File: src/u16u8_pkg.sv
// shared types, constants and the bmp encode function for the utf-16 to utf-8 encoder
// used by every module in src; depends on nothing
package u16u8_pkg;

    localparam int MAX_BYTES   = 6;
    localparam int CNT_W       = 3;
    localparam int QUEUE_DEPTH = 4;

    localparam logic [15:0] HIGH_FIRST = 16'hD800;
    localparam logic [15:0] HIGH_LAST  = 16'hDBFF;
    localparam logic [15:0] LOW_FIRST  = 16'hDC00;
    localparam logic [15:0] LOW_LAST   = 16'hDFFF;
    localparam logic [15:0] REPLACEMENT = 16'hFFFD;
    localparam logic [20:0] SUPP_BASE  = 21'h010000;

    localparam logic [7:0] LEAD2 = 8'hC0;
    localparam logic [7:0] LEAD3 = 8'hE0;
    localparam logic [7:0] LEAD4 = 8'hF0;
    localparam logic [7:0] CONT  = 8'h80;

    typedef struct packed {
        logic [2:0][7:0] bytes;
        logic [1:0]      len;
    } seq3_t;

    typedef struct packed {
        logic [MAX_BYTES-1:0][7:0] bytes;
        logic [CNT_W-1:0]          count;
        logic                      last;
    } rec_t;

    typedef struct packed {
        logic held;
    } front_status_t;

    typedef struct packed {
        logic             busy;
        logic [CNT_W-1:0] idx;
        logic [CNT_W-1:0] count;
    } back_status_t;

    function automatic seq3_t encode_bmp(input logic [15:0] cu);
        seq3_t s;
        s.bytes = '0;
        if (cu < 16'h0080) begin
            s.bytes[0] = {1'b0, cu[6:0]};
            s.len      = 2'd1;
        end
        else if (cu < 16'h0800) begin
            s.bytes[0] = LEAD2 | {3'b000, cu[10:6]};
            s.bytes[1] = CONT | {2'b00, cu[5:0]};
            s.len      = 2'd2;
        end
        else begin
            s.bytes[0] = LEAD3 | {4'b0000, cu[15:12]};
            s.bytes[1] = CONT | {2'b00, cu[11:6]};
            s.bytes[2] = CONT | {2'b00, cu[5:0]};
            s.len      = 2'd3;
        end
        return s;
    endfunction

endpackage

File: src/u16u8_front.sv
// front end: classifies each code unit, pairs surrogates, builds the byte record
// depends on u16u8_pkg
module u16u8_front (
    input  logic                   clk,
    input  logic                   rst_n,
    input  logic                   in_valid,
    output logic                   in_ready,
    input  logic [15:0]            code_unit,
    input  logic                   string_end,
    input  logic                   q_full,
    output logic                   q_push,
    output u16u8_pkg::rec_t        q_rec,
    output u16u8_pkg::front_status_t status
);

    logic       held_reg;
    logic       held_next;
    logic [9:0] high_bits_reg;
    logic [9:0] high_bits_next;

    logic               is_high;
    logic               is_low;
    logic               accept;
    logic [20:0]        cp;
    u16u8_pkg::seq3_t   seg;
    u16u8_pkg::seq3_t   repl;
    u16u8_pkg::rec_t    rec;

    assign is_high  = (code_unit >= u16u8_pkg::HIGH_FIRST) && (code_unit <= u16u8_pkg::HIGH_LAST);
    assign is_low   = (code_unit >= u16u8_pkg::LOW_FIRST) && (code_unit <= u16u8_pkg::LOW_LAST);
    assign in_ready = !q_full;
    assign accept   = in_valid && in_ready;
    assign cp       = {1'b0, high_bits_reg, code_unit[9:0]} + u16u8_pkg::SUPP_BASE;
    assign repl     = u16u8_pkg::encode_bmp(u16u8_pkg::REPLACEMENT);

    always_comb
    begin
        seg = '0;
        if (is_high && !string_end)
        begin
            seg.len = 2'd0;
        end
        else if (is_high || is_low)
        begin
            seg = u16u8_pkg::encode_bmp(u16u8_pkg::REPLACEMENT);
        end
        else
        begin
            seg = u16u8_pkg::encode_bmp(code_unit);
        end
    end

    always_comb
    begin
        rec      = '0;
        rec.last = string_end;
        if (held_reg && is_low)
        begin
            rec.bytes[0] = u16u8_pkg::LEAD4 | {5'b00000, cp[20:18]};
            rec.bytes[1] = u16u8_pkg::CONT | {2'b00, cp[17:12]};
            rec.bytes[2] = u16u8_pkg::CONT | {2'b00, cp[11:6]};
            rec.bytes[3] = u16u8_pkg::CONT | {2'b00, cp[5:0]};
            rec.count    = u16u8_pkg::CNT_W'(4);
        end
        else if (held_reg)
        begin
            rec.bytes[2:0] = repl.bytes;
            rec.bytes[5:3] = seg.bytes;
            rec.count      = u16u8_pkg::CNT_W'(3) + u16u8_pkg::CNT_W'(seg.len);
        end
        else
        begin
            rec.bytes[2:0] = seg.bytes;
            rec.count      = u16u8_pkg::CNT_W'(seg.len);
        end
    end

    always_comb
    begin
        held_next      = held_reg;
        high_bits_next = high_bits_reg;
        if (accept)
        begin
            if (is_high && !string_end && !(held_reg && is_low))
            begin
                held_next      = 1'b1;
                high_bits_next = code_unit[9:0];
            end
            else
            begin
                held_next      = 1'b0;
                high_bits_next = '0;
            end
        end
    end

    always_ff @(posedge clk or negedge rst_n)
    begin
        if (!rst_n)
        begin
            held_reg      <= 1'b0;
            high_bits_reg <= '0;
        end
        else
        begin
            held_reg      <= held_next;
            high_bits_reg <= high_bits_next;
        end
    end

    assign q_push      = accept && (rec.count != '0);
    assign q_rec       = rec;
    assign status.held = held_reg;

endmodule

File: src/u16u8_queue.sv
// short record queue between front and back ends
// depends on u16u8_pkg
module u16u8_queue #(
    parameter int DEPTH = u16u8_pkg::QUEUE_DEPTH
) (
    input  logic            clk,
    input  logic            rst_n,
    input  logic            push,
    input  u16u8_pkg::rec_t push_rec,
    output logic            full,
    output logic            head_valid,
    input  logic            pop,
    output u16u8_pkg::rec_t head_rec
);

    localparam int PTR_W = (DEPTH > 1) ? $clog2(DEPTH) : 1;
    localparam int CNT_W = $clog2(DEPTH + 1);

    u16u8_pkg::rec_t  entries [DEPTH];
    logic [PTR_W-1:0] wr_ptr_reg;
    logic [PTR_W-1:0] wr_ptr_next;
    logic [PTR_W-1:0] rd_ptr_reg;
    logic [PTR_W-1:0] rd_ptr_next;
    logic [CNT_W-1:0] count_reg;
    logic [CNT_W-1:0] count_next;
    logic             do_push;
    logic             do_pop;

    assign full       = (count_reg == CNT_W'(DEPTH));
    assign head_valid = (count_reg != '0);
    assign do_push    = push && !full;
    assign do_pop     = pop && head_valid;
    assign head_rec   = entries[rd_ptr_reg];

    always_comb
    begin
        wr_ptr_next = wr_ptr_reg;
        rd_ptr_next = rd_ptr_reg;
        count_next  = count_reg;
        if (do_push)
        begin
            wr_ptr_next = (wr_ptr_reg == PTR_W'(DEPTH - 1)) ? '0 : wr_ptr_reg + 1'b1;
        end
        if (do_pop)
        begin
            rd_ptr_next = (rd_ptr_reg == PTR_W'(DEPTH - 1)) ? '0 : rd_ptr_reg + 1'b1;
        end
        if (do_push && !do_pop)
        begin
            count_next = count_reg + 1'b1;
        end
        else if (do_pop && !do_push)
        begin
            count_next = count_reg - 1'b1;
        end
    end

    always_ff @(posedge clk)
    begin
        if (do_push)
        begin
            entries[wr_ptr_reg] <= push_rec;
        end
    end

    always_ff @(posedge clk or negedge rst_n)
    begin
        if (!rst_n)
        begin
            wr_ptr_reg <= '0;
            rd_ptr_reg <= '0;
            count_reg  <= '0;
        end
        else
        begin
            wr_ptr_reg <= wr_ptr_next;
            rd_ptr_reg <= rd_ptr_next;
            count_reg  <= count_next;
        end
    end

endmodule

File: src/u16u8_back.sv
// back end: serializes one record into bytes, one per cycle while out_ready allows,
// into the output register; depends on u16u8_pkg
module u16u8_back (
    input  logic                   clk,
    input  logic                   rst_n,
    input  logic                   head_valid,
    input  u16u8_pkg::rec_t        head_rec,
    output logic                   pop,
    output logic                   out_valid,
    input  logic                   out_ready,
    output logic [7:0]             out_byte,
    output logic                   run_last,
    output logic                   string_done,
    output u16u8_pkg::back_status_t status
);

    u16u8_pkg::rec_t               cur_reg;
    u16u8_pkg::rec_t               cur_next;
    logic                          busy_reg;
    logic                          busy_next;
    logic [u16u8_pkg::CNT_W-1:0]   idx_reg;
    logic [u16u8_pkg::CNT_W-1:0]   idx_next;
    logic                          out_valid_reg;
    logic                          out_valid_next;
    logic [7:0]                    out_byte_reg;
    logic [7:0]                    out_byte_next;
    logic                          run_last_reg;
    logic                          run_last_next;
    logic                          done_reg;
    logic                          done_next;

    logic advance;
    logic finishing;

    assign advance   = busy_reg && (!out_valid_reg || out_ready);
    assign finishing = (idx_reg == cur_reg.count - 1'b1);
    assign pop       = head_valid && (!busy_reg || (advance && finishing));

    always_comb
    begin
        cur_next       = cur_reg;
        busy_next      = busy_reg;
        idx_next       = idx_reg;
        out_valid_next = out_valid_reg && !out_ready;
        out_byte_next  = out_byte_reg;
        run_last_next  = run_last_reg;
        done_next      = done_reg;
        if (advance)
        begin
            out_valid_next = 1'b1;
            out_byte_next  = cur_reg.bytes[idx_reg];
            run_last_next  = finishing;
            done_next      = finishing && cur_reg.last;
            idx_next       = idx_reg + 1'b1;
            if (finishing)
            begin
                busy_next = 1'b0;
            end
        end
        if (pop)
        begin
            cur_next  = head_rec;
            busy_next = 1'b1;
            idx_next  = '0;
        end
    end

    always_ff @(posedge clk)
    begin
        cur_reg      <= cur_next;
        out_byte_reg <= out_byte_next;
        run_last_reg <= run_last_next;
        done_reg     <= done_next;
    end

    always_ff @(posedge clk or negedge rst_n)
    begin
        if (!rst_n)
        begin
            busy_reg      <= 1'b0;
            idx_reg       <= '0;
            out_valid_reg <= 1'b0;
        end
        else
        begin
            busy_reg      <= busy_next;
            idx_reg       <= idx_next;
            out_valid_reg <= out_valid_next;
        end
    end

    assign out_valid    = out_valid_reg;
    assign out_byte     = out_byte_reg;
    assign run_last     = run_last_reg;
    assign string_done  = done_reg;
    assign status.busy  = busy_reg;
    assign status.idx   = idx_reg;
    assign status.count = cur_reg.count;

endmodule

File: src/utf16_to_utf8_encoder.sv
// path: queue entry, then serializer record register, then output byte register
// throughput: one code unit per cycle while the queue has room; the output side
// moves one byte per cycle while out_ready allows, so a unit yields 0 to 6 bytes
// reset: async active low; clears held surrogate, queue pointers and output valid
// top level: front end, record queue and byte serializer; depends on u16u8_pkg
module utf16_to_utf8_encoder #(
    parameter int DEPTH = u16u8_pkg::QUEUE_DEPTH
) (
    input  logic        clk,
    input  logic        rst_n,
    input  logic        in_valid,
    output logic        in_ready,
    input  logic [15:0] code_unit,
    input  logic        string_end,
    output logic        out_valid,
    input  logic        out_ready,
    output logic [7:0]  out_byte,
    output logic        run_last,
    output logic        string_done
);

    logic                      q_full;
    logic                      q_push;
    logic                      q_pop;
    logic                      q_head_valid;
    u16u8_pkg::rec_t           q_push_rec;
    u16u8_pkg::rec_t           q_head_rec;
    u16u8_pkg::front_status_t  front_status;
    u16u8_pkg::back_status_t   back_status;

    u16u8_front u_front (
        .clk        (clk),
        .rst_n      (rst_n),
        .in_valid   (in_valid),
        .in_ready   (in_ready),
        .code_unit  (code_unit),
        .string_end (string_end),
        .q_full     (q_full),
        .q_push     (q_push),
        .q_rec      (q_push_rec),
        .status     (front_status)
    );

    u16u8_queue #(
        .DEPTH (DEPTH)
    ) u_queue (
        .clk        (clk),
        .rst_n      (rst_n),
        .push       (q_push),
        .push_rec   (q_push_rec),
        .full       (q_full),
        .head_valid (q_head_valid),
        .pop        (q_pop),
        .head_rec   (q_head_rec)
    );

    u16u8_back u_back (
        .clk         (clk),
        .rst_n       (rst_n),
        .head_valid  (q_head_valid),
        .head_rec    (q_head_rec),
        .pop         (q_pop),
        .out_valid   (out_valid),
        .out_ready   (out_ready),
        .out_byte    (out_byte),
        .run_last    (run_last),
        .string_done (string_done),
        .status      (back_status)
    );

    a_done_on_run_last: assert property (@(posedge clk) disable iff (!rst_n)
        out_valid && string_done |-> run_last)
        else $error("string_done without run_last");

    a_idx_in_range: assert property (@(posedge clk) disable iff (!rst_n)
        back_status.busy |-> (back_status.idx < back_status.count))
        else $error("serializer index past record length");

    a_pair_clears_held: assert property (@(posedge clk) disable iff (!rst_n)
        in_valid && in_ready && front_status.held && code_unit[15:10] == 6'b110111
        |=> !front_status.held)
        else $error("surrogate pair left high surrogate held");

    a_end_clears_held: assert property (@(posedge clk) disable iff (!rst_n)
        in_valid && in_ready && string_end |=> !front_status.held)
        else $error("high surrogate held across string end");

endmodule

File: config.mk
export PLATFORM = sky130hd
export DESIGN_NAME = utf16_to_utf8_encoder
export DESIGN_NICKNAME = d
export VERILOG_FILES = /design/src/u16u8_pkg.sv /design/src/u16u8_front.sv /design/src/u16u8_queue.sv /design/src/u16u8_back.sv /design/src/utf16_to_utf8_encoder.sv
export SDC_FILE = /design/constraint.sdc
export NUM_CORES = 1
export LEC_CHECK = 0
export ABC_AREA = 1
export BUFFER_PORTS_ARGS = -buffer_cell sky130_fd_sc_hd__buf_2
export CAP_MARGIN = 25
export CORE_UTILIZATION = 41
export DETAILED_ROUTE_END_ITERATION = 10
export GPL_ROUTABILITY_DRIVEN = 0
export PLACE_DENSITY = 0.59
export SYNTH_ARGS = -nofsm -noshare
export SYNTH_HDL_FRONTEND = slang
export SYNTH_SLANG_ARGS = --single-unit
File: constraint.sdc
create_clock -name clk -period 5.9 [get_ports clk]
set_input_delay 0.295 -clock clk [delete_from_list [all_inputs] [get_ports clk]]
set_output_delay 0.295 -clock clk [all_outputs]
set_load 0.005 [all_outputs]
-- Yosys cells after proc, flatten, opt, wreduce, memory -nomap -nowiden
Memories as Yosys holds them, arrays and structs flattened. A register that Yosys moved wholly into a read port is not among the register bits.
Cells that the tools add are included.
- add/sub/neg operators: 8
- order comparisons: 7
- equal/unequal tests: 4
- mux-type cells: 30
- reductions and logical operators: 33
- operators with widths (cell ; count):
    two-way mux 18 bit ; 3
    two-way mux 16 bit ; 3
    two-way mux 24 bit ; 2
    two-way mux 35 bit ; 1
    >= comparator 16 bit (second input constant) ; 2
    <= comparator 16 bit (second input constant) ; 2
    two-way mux 27 bit ; 1
    two-way mux 26 bit ; 1
    binary-select mux 8 bit (select 3 bit) ; 1
    adder 20 x 17 -> 21 bit (second input constant) ; 1
    two-way mux 10 bit ; 2
    logical AND 1 bit ; 16
    < comparator 16 x 12 -> 1 bit (second input constant) ; 1
    < comparator 16 x 8 -> 1 bit (second input constant) ; 1
    two-way mux 8 bit ; 2
    two-way mux 3 bit ; 4
    zero test 1 bit ; 8
    two-way mux 1 bit ; 7
    adder 3 x 1 -> 3 bit (second input constant) ; 2
    two-way mux 2 bit ; 3
    nonzero test 2 bit ; 3
    nonzero test 3 bit ; 2
    subtractor 3 x 1 -> 3 bit (second input constant) ; 2
    adder 2 x 1 -> 2 bit (second input constant) ; 2
    other kinds (7) ; 10
- register bits after elaboration: 33
- memory bits (writable): 208
- output and inout bits: 12
- word-level logic and storage cells: 94
- memories kept: 1
- memories (name ; words ; bits a word ; rd ports ; clocked after Yosys merged registers in ; write ports ; RTL line ; RTL):
    u_queue.entries ; 4 ; 52 ; 1 ; 1 ; 1 ; u16u8_queue.sv:19 ; u16u8_pkg::rec_t entries [DEPTH];

-- Depth between registers and ports, before layout
- depth in word-level cells: 18
- mapped depth: 20
- depth with buffers taken out: 20

-- Hierarchy
From an unflattened synthesis, not the netlist that was laid out.
- cell total of the unflattened synthesis: 1064
- area total of the unflattened synthesis: 12559.5 um^2
- modules (own cells, without submodules) (module ; times used ; cells each ; area an instance (um^2)):
    u16u8_queue ; 1 ; 666 ; 8638.3
    u16u8_back ; 1 ; 198 ; 2692.6
    u16u8_front ; 1 ; 200 ; 1228.7

-- Worst setup path after synthesis
No wires, ideal clock.
- path kind: input-to-reg
- start point: input port code_unit[12]
- end point: memory u_queue.entries[0][0] in the netlist's numbering (enable)
- library setup time: 0.452 ns
- arrival time: 3.513 ns
- required time: 5.448 ns
- setup slack: 1.935 ns
- stages: 14
- cells stage by stage: nor2_1 nand2_1 nor2_4 buf_6 nand2_4 nand2_4 ha_1 nand2_1 nand2_1 inv_1 nand2_1 nand3_4 nand2_4 nor2_1
- cells in the longest elaborated chain, start to end: 16
- elaborated cells on any way between the ends: 26
- ends and longest elaborated chain (element ; RTL line ; RTL):
    start, declared ; utf16_to_utf8_encoder.sv:13 ; input logic [15:0] code_unit,
    < comparator 16 x 12 -> 1 bit ; u16u8_pkg.sv:49 ; else if (cu < 16'h0800) begin
    two-way mux 16 bit ; u16u8_pkg.sv:49 ;
    two-way mux 18 bit ; u16u8_pkg.sv:45 ; if (cu < 16'h0080) begin
    two-way mux 18 bit ; u16u8_front.sv:43 ; else if (is_high || is_low)
    two-way mux 18 bit ; u16u8_front.sv:39 ; if (is_high && !string_end)
    two-way mux 10 bit ; u16u8_pkg.sv:45 ;
    two-way mux 26 bit ; u16u8_front.sv:43 ;
    two-way mux 2 bit ; u16u8_front.sv:39 ;
    adder 2 x 2 -> 3 bit ; u16u8_front.sv:69 ; rec.count = u16u8_pkg::CNT_W'(3) + u16u8_pkg::CNT_W'(seg.len);
    two-way mux 27 bit ; u16u8_front.sv:65 ; else if (held_reg)
    two-way mux 35 bit (*) ; u16u8_front.sv:57 ; if (held_reg && is_low)
    nonzero test 3 bit (*) ; u16u8_front.sv:111 ; assign q_push = accept && (rec.count != '0);
    logical AND 1 bit (*) ; u16u8_front.sv:111 ;
    logical AND 1 bit (*) ; u16u8_queue.sv:31 ; assign do_push = push && !full;
    two-way mux 1 bit (*) ; u16u8_queue.sv:60 ; if (do_push)
    two-way mux 1 bit (implied by the code) (*) ; u16u8_queue.sv:62 ; entries[wr_ptr_reg] <= push_rec;
    end, declared ; u16u8_queue.sv:19 ;
Every way passes the cells marked *; elsewhere a longest branch is shown, timed or not. The select of a mux whose other input is x is not followed.

-- Final worst setup path
- start point: register u_front.held_reg (netlist: u_front.status)
- end point: memory u_queue.entries[1][32] in the netlist's numbering (enable)
- cells in the longest elaborated chain, start to end: 7
- elaborated cells on any way between the ends: 8
- ends and longest elaborated chain (element ; RTL line ; RTL):
    start, declared ; u16u8_front.sv:16 ; logic held_reg;
    start signal, assigned ; u16u8_front.sv:106 ; held_reg <= held_next;
    two-way mux 27 bit / logical AND 1 bit (equally long branches) ; u16u8_front.sv:65, u16u8_front.sv:57 ;
    two-way mux 35 bit (*) ; u16u8_front.sv:57 ;
    nonzero test 3 bit (*) ; u16u8_front.sv:111 ;
    logical AND 1 bit (*) ; u16u8_front.sv:111 ;
    logical AND 1 bit (*) ; u16u8_queue.sv:31 ;
    two-way mux 1 bit (*) ; u16u8_queue.sv:60 ;
    two-way mux 1 bit (implied by the code) (*) ; u16u8_queue.sv:62 ;
Every way passes the cells marked *; elsewhere a longest branch is shown, timed or not.

==> impl_metrics.yaml <==
status:
  outcome: "completed"
floorplanning:
  io_pins: 33
  die_h_um: 165
  rows: 59
  dieArea_mm2: 0.0273
  fp.dieW_um: 165
  start_util_pct: 41.9
  core_area_mm2: 0.0261
worst_setup_path:
  r2r_slack_ps: 2730
  r2r_cells: 7
  required_ps: 6110
  end_kind: "flip-flop"
  crit_type: "flip-flop to flip-flop"
  crit_start: "u_front.status"
  critPathArrivalTime_ps: 3380
  critical_path_peak_fanout: 30
  critPathCapture: "u_queue.entries[1][32]"
  reg2reg_from: "u_front.status"
  reg2reg_to: "u_queue.entries[1][32]"
  start_kind: "flip-flop"
placed_design:
  place_inst: 1205
  post_dp_cell_area_mm2: 0.0114
  portBuffers: 32
  dpl.hpwl_um: 15500
finish:
  nets: 934
  antennaDiodeCount: 0
  final_cells: 1259
  drive_above_1_share_pct: 11.6
  final_area_mm2: 0.0123
  area_delta_synth_final_pct: 12.4
  largest_reg_flops: 188
  fillers: 2364
clocking:
  cts_made_buffers: 28
  clk_latency_ps: 540
  cts.clk_slew.worst_paths_ps: 60
  postCtsSetupBuffers: 0
  cts_max_level: 1
  clockBufferDepth: 3
  tritoncts: "done"
  cts_sinks: 268
  root_buffer: "clkbuf_16"
yosys:
  syn_area_mm2: 0.0109
  synth_cells: 877
  synth_fp_nets: 909
  async_flop_share_pct: 8.58
  ys_seq_area_share_pct: 72.5
  synth-edff-count: 245
  ys_ff_latch: 268
  yosys.area_share.adder_pct: 1.33
  synth_top_family_by_area: "compound AO/OA/AOI/OAI gates"
  synth-compound-area-share_pct: 12.4
  syn_avg_cell_area_um2: 12.5
  synth_xor_area_share_pct: 0.560
  synth_warnings: 0
  ys_types: 32
  synth_mux_area_share_pct: 0.103
  synthSimpleGateAreaFrac_pct: 9.30
  synth-main-ff-cell: "edfxtp_1"
routing:
  first_pass_iters: 5
  avgRoutedWirePerCell_um: 19.2
  drt-initial-drc-count: 701
  post-route-drc-count: 0
  ant_nets: 0
  vias: 6710
  wirelength_um: 24200
  vias_per_cell: 5.33
sta:
  min_period_over_period_pct: 53.7
  rsz0062_at_grt: "no"
  setup_violations: 0
  fin_crit_ps: 3170
  fin_tns_setup_ps: 0
  clock.fmax_mhz: 316
  hold_violations: 0
  fin_worst_skew_ps: 9.28
  slew_viol_final: 0
  tightest_slew_ps: 979
  slew_headroom_pct: 34.6
  timing.hold.ws_ps: 24.2
grt:
  grt_first_pass_wirelength_um: 37600
  grt_usage_pct: 18.5
  grt_pass1_vias: 6452
  grt_max_degree: 99
  antenna_found_initial: 0
  grt_overflow_total: 0
power:
  power.static_leakage_nw: 4.35
  powerDensity_mw_per_mm2: 465
  vdd_drop_max_uv: 261
min_path:
  hold_class: "primary input to flip-flop"
job:
  maxCapViolCount: 0
[cells in the final DEF (no fill, tap or decap), types with 7 or more instances in the layout]
cell	n
dfrtp_1	22
nor2_1	141
buf_4	8
edfxtp_1	245
nand3_1	16
o21ai_0	141
nand2_2	7
a21oi_1	20
o22ai_1	69
buf_2	32
inv_1	54
ha_1	10
nand2_1	57
clkinv_1	11
a22oi_1	9
clkbuf_16	29
[stage by stage]
step	power, mW	setup WS (ps)	utilization (%)
2_1_floorplan	3.63	1940	-
3_3_place_gp	4.14	2370	43.7
3_5_place_dp	4.16	2310	43.7
4_1_cts	5.78	2720	47.0
5_1_grt	6.03	2470	47.1
6_report	5.72	2730	47.1
[power breakdown]
group          internal, mW  switching, mW
Combinational         0.387           1.01
Sequential             2.56          0.133
Clock                 0.935          0.691
Total                  3.88           1.84
[layer usage]
layer / track usage [%] / routed length [um] / vias up
met1: 27.6 / 11300 / 3232
met4: 5.62 / 514 / 0
met5: 0 / 0 / -
met2: 28.3 / 10900 / 227
met3: 2.25 / 1460 / 32
li1: - / - / 3219
[worst min path at each step]
stage               startpoint                       end  slack [ps]  cells past startpoint
floorplan                rst_n           u_back.busy_reg        -0.6                      0
global placement         rst_n  u_front.high_bits_reg[6]         350                      1
detailed placement       rst_n  u_front.high_bits_reg[9]         350                      1
CTS                  out_ready          u_back.out_valid           6                      4
global route        string_end     u_queue.entries[3][0]          30                      1
finish               out_ready          u_back.out_valid          20                      4
[repair_timing]
item	CTS	global route
hold buffers	1	0
endpoints found under the setup margin	0	0
hold endpoints to repair	23	0
gates resized for setup	0	0
[logic make-up after synthesis]
group,count (synthesis)
compound gates,246
xor+xnor,7
fa+ha+maj,11
buf+inv,106
flops,268
mux,1
simple gates,238
[worst max-delay path, stage by stage (launching register included)]
cell and delay, ps:
dfrtp_1 620, inv_1 400, nand2_2 230, nand2_1 130
nand3_4 120, nand2_4 120, nor2_4 760, buf_4 430
[final cells by class]
type                       count  area [um^2]  share of cell area (%)
sequential                   268         7930                    64.5
clock inverter                19          114                   0.926
clock buffer                  33          741                    6.02
multi-input combinational    503         2620                    21.3
timing repair buffer          42          250                    2.04
tap                          335          419                    3.41
inverter                      59          221                    1.80
[Yosys cell counts, types with 2 or more instances]
cell        n  area, um^2
a21oi_1    20         100
o22ai_1    69         432
nand3_1    16        80.1
dfrtp_1    23         576
inv_1      57         214
nor2_4      2        22.5
nand2_1    57         214
o21ai_1     3        15.0
xnor2_1     3        26.3
o21ai_0   141         706
nor2_1    145         544
clkbuf_1   33         124
edfxtp_1  245        7360
nand2_4     5        56.3
nand2_2     7        43.8
buf_2      12        60.1
nor3_1      3        15.0
ha_1       10         125
a22oi_1     9        67.6
nand3_4     2        35.0
xor2_1      4        35.0
Note: power is estimated with default switching activity, not from simulation.
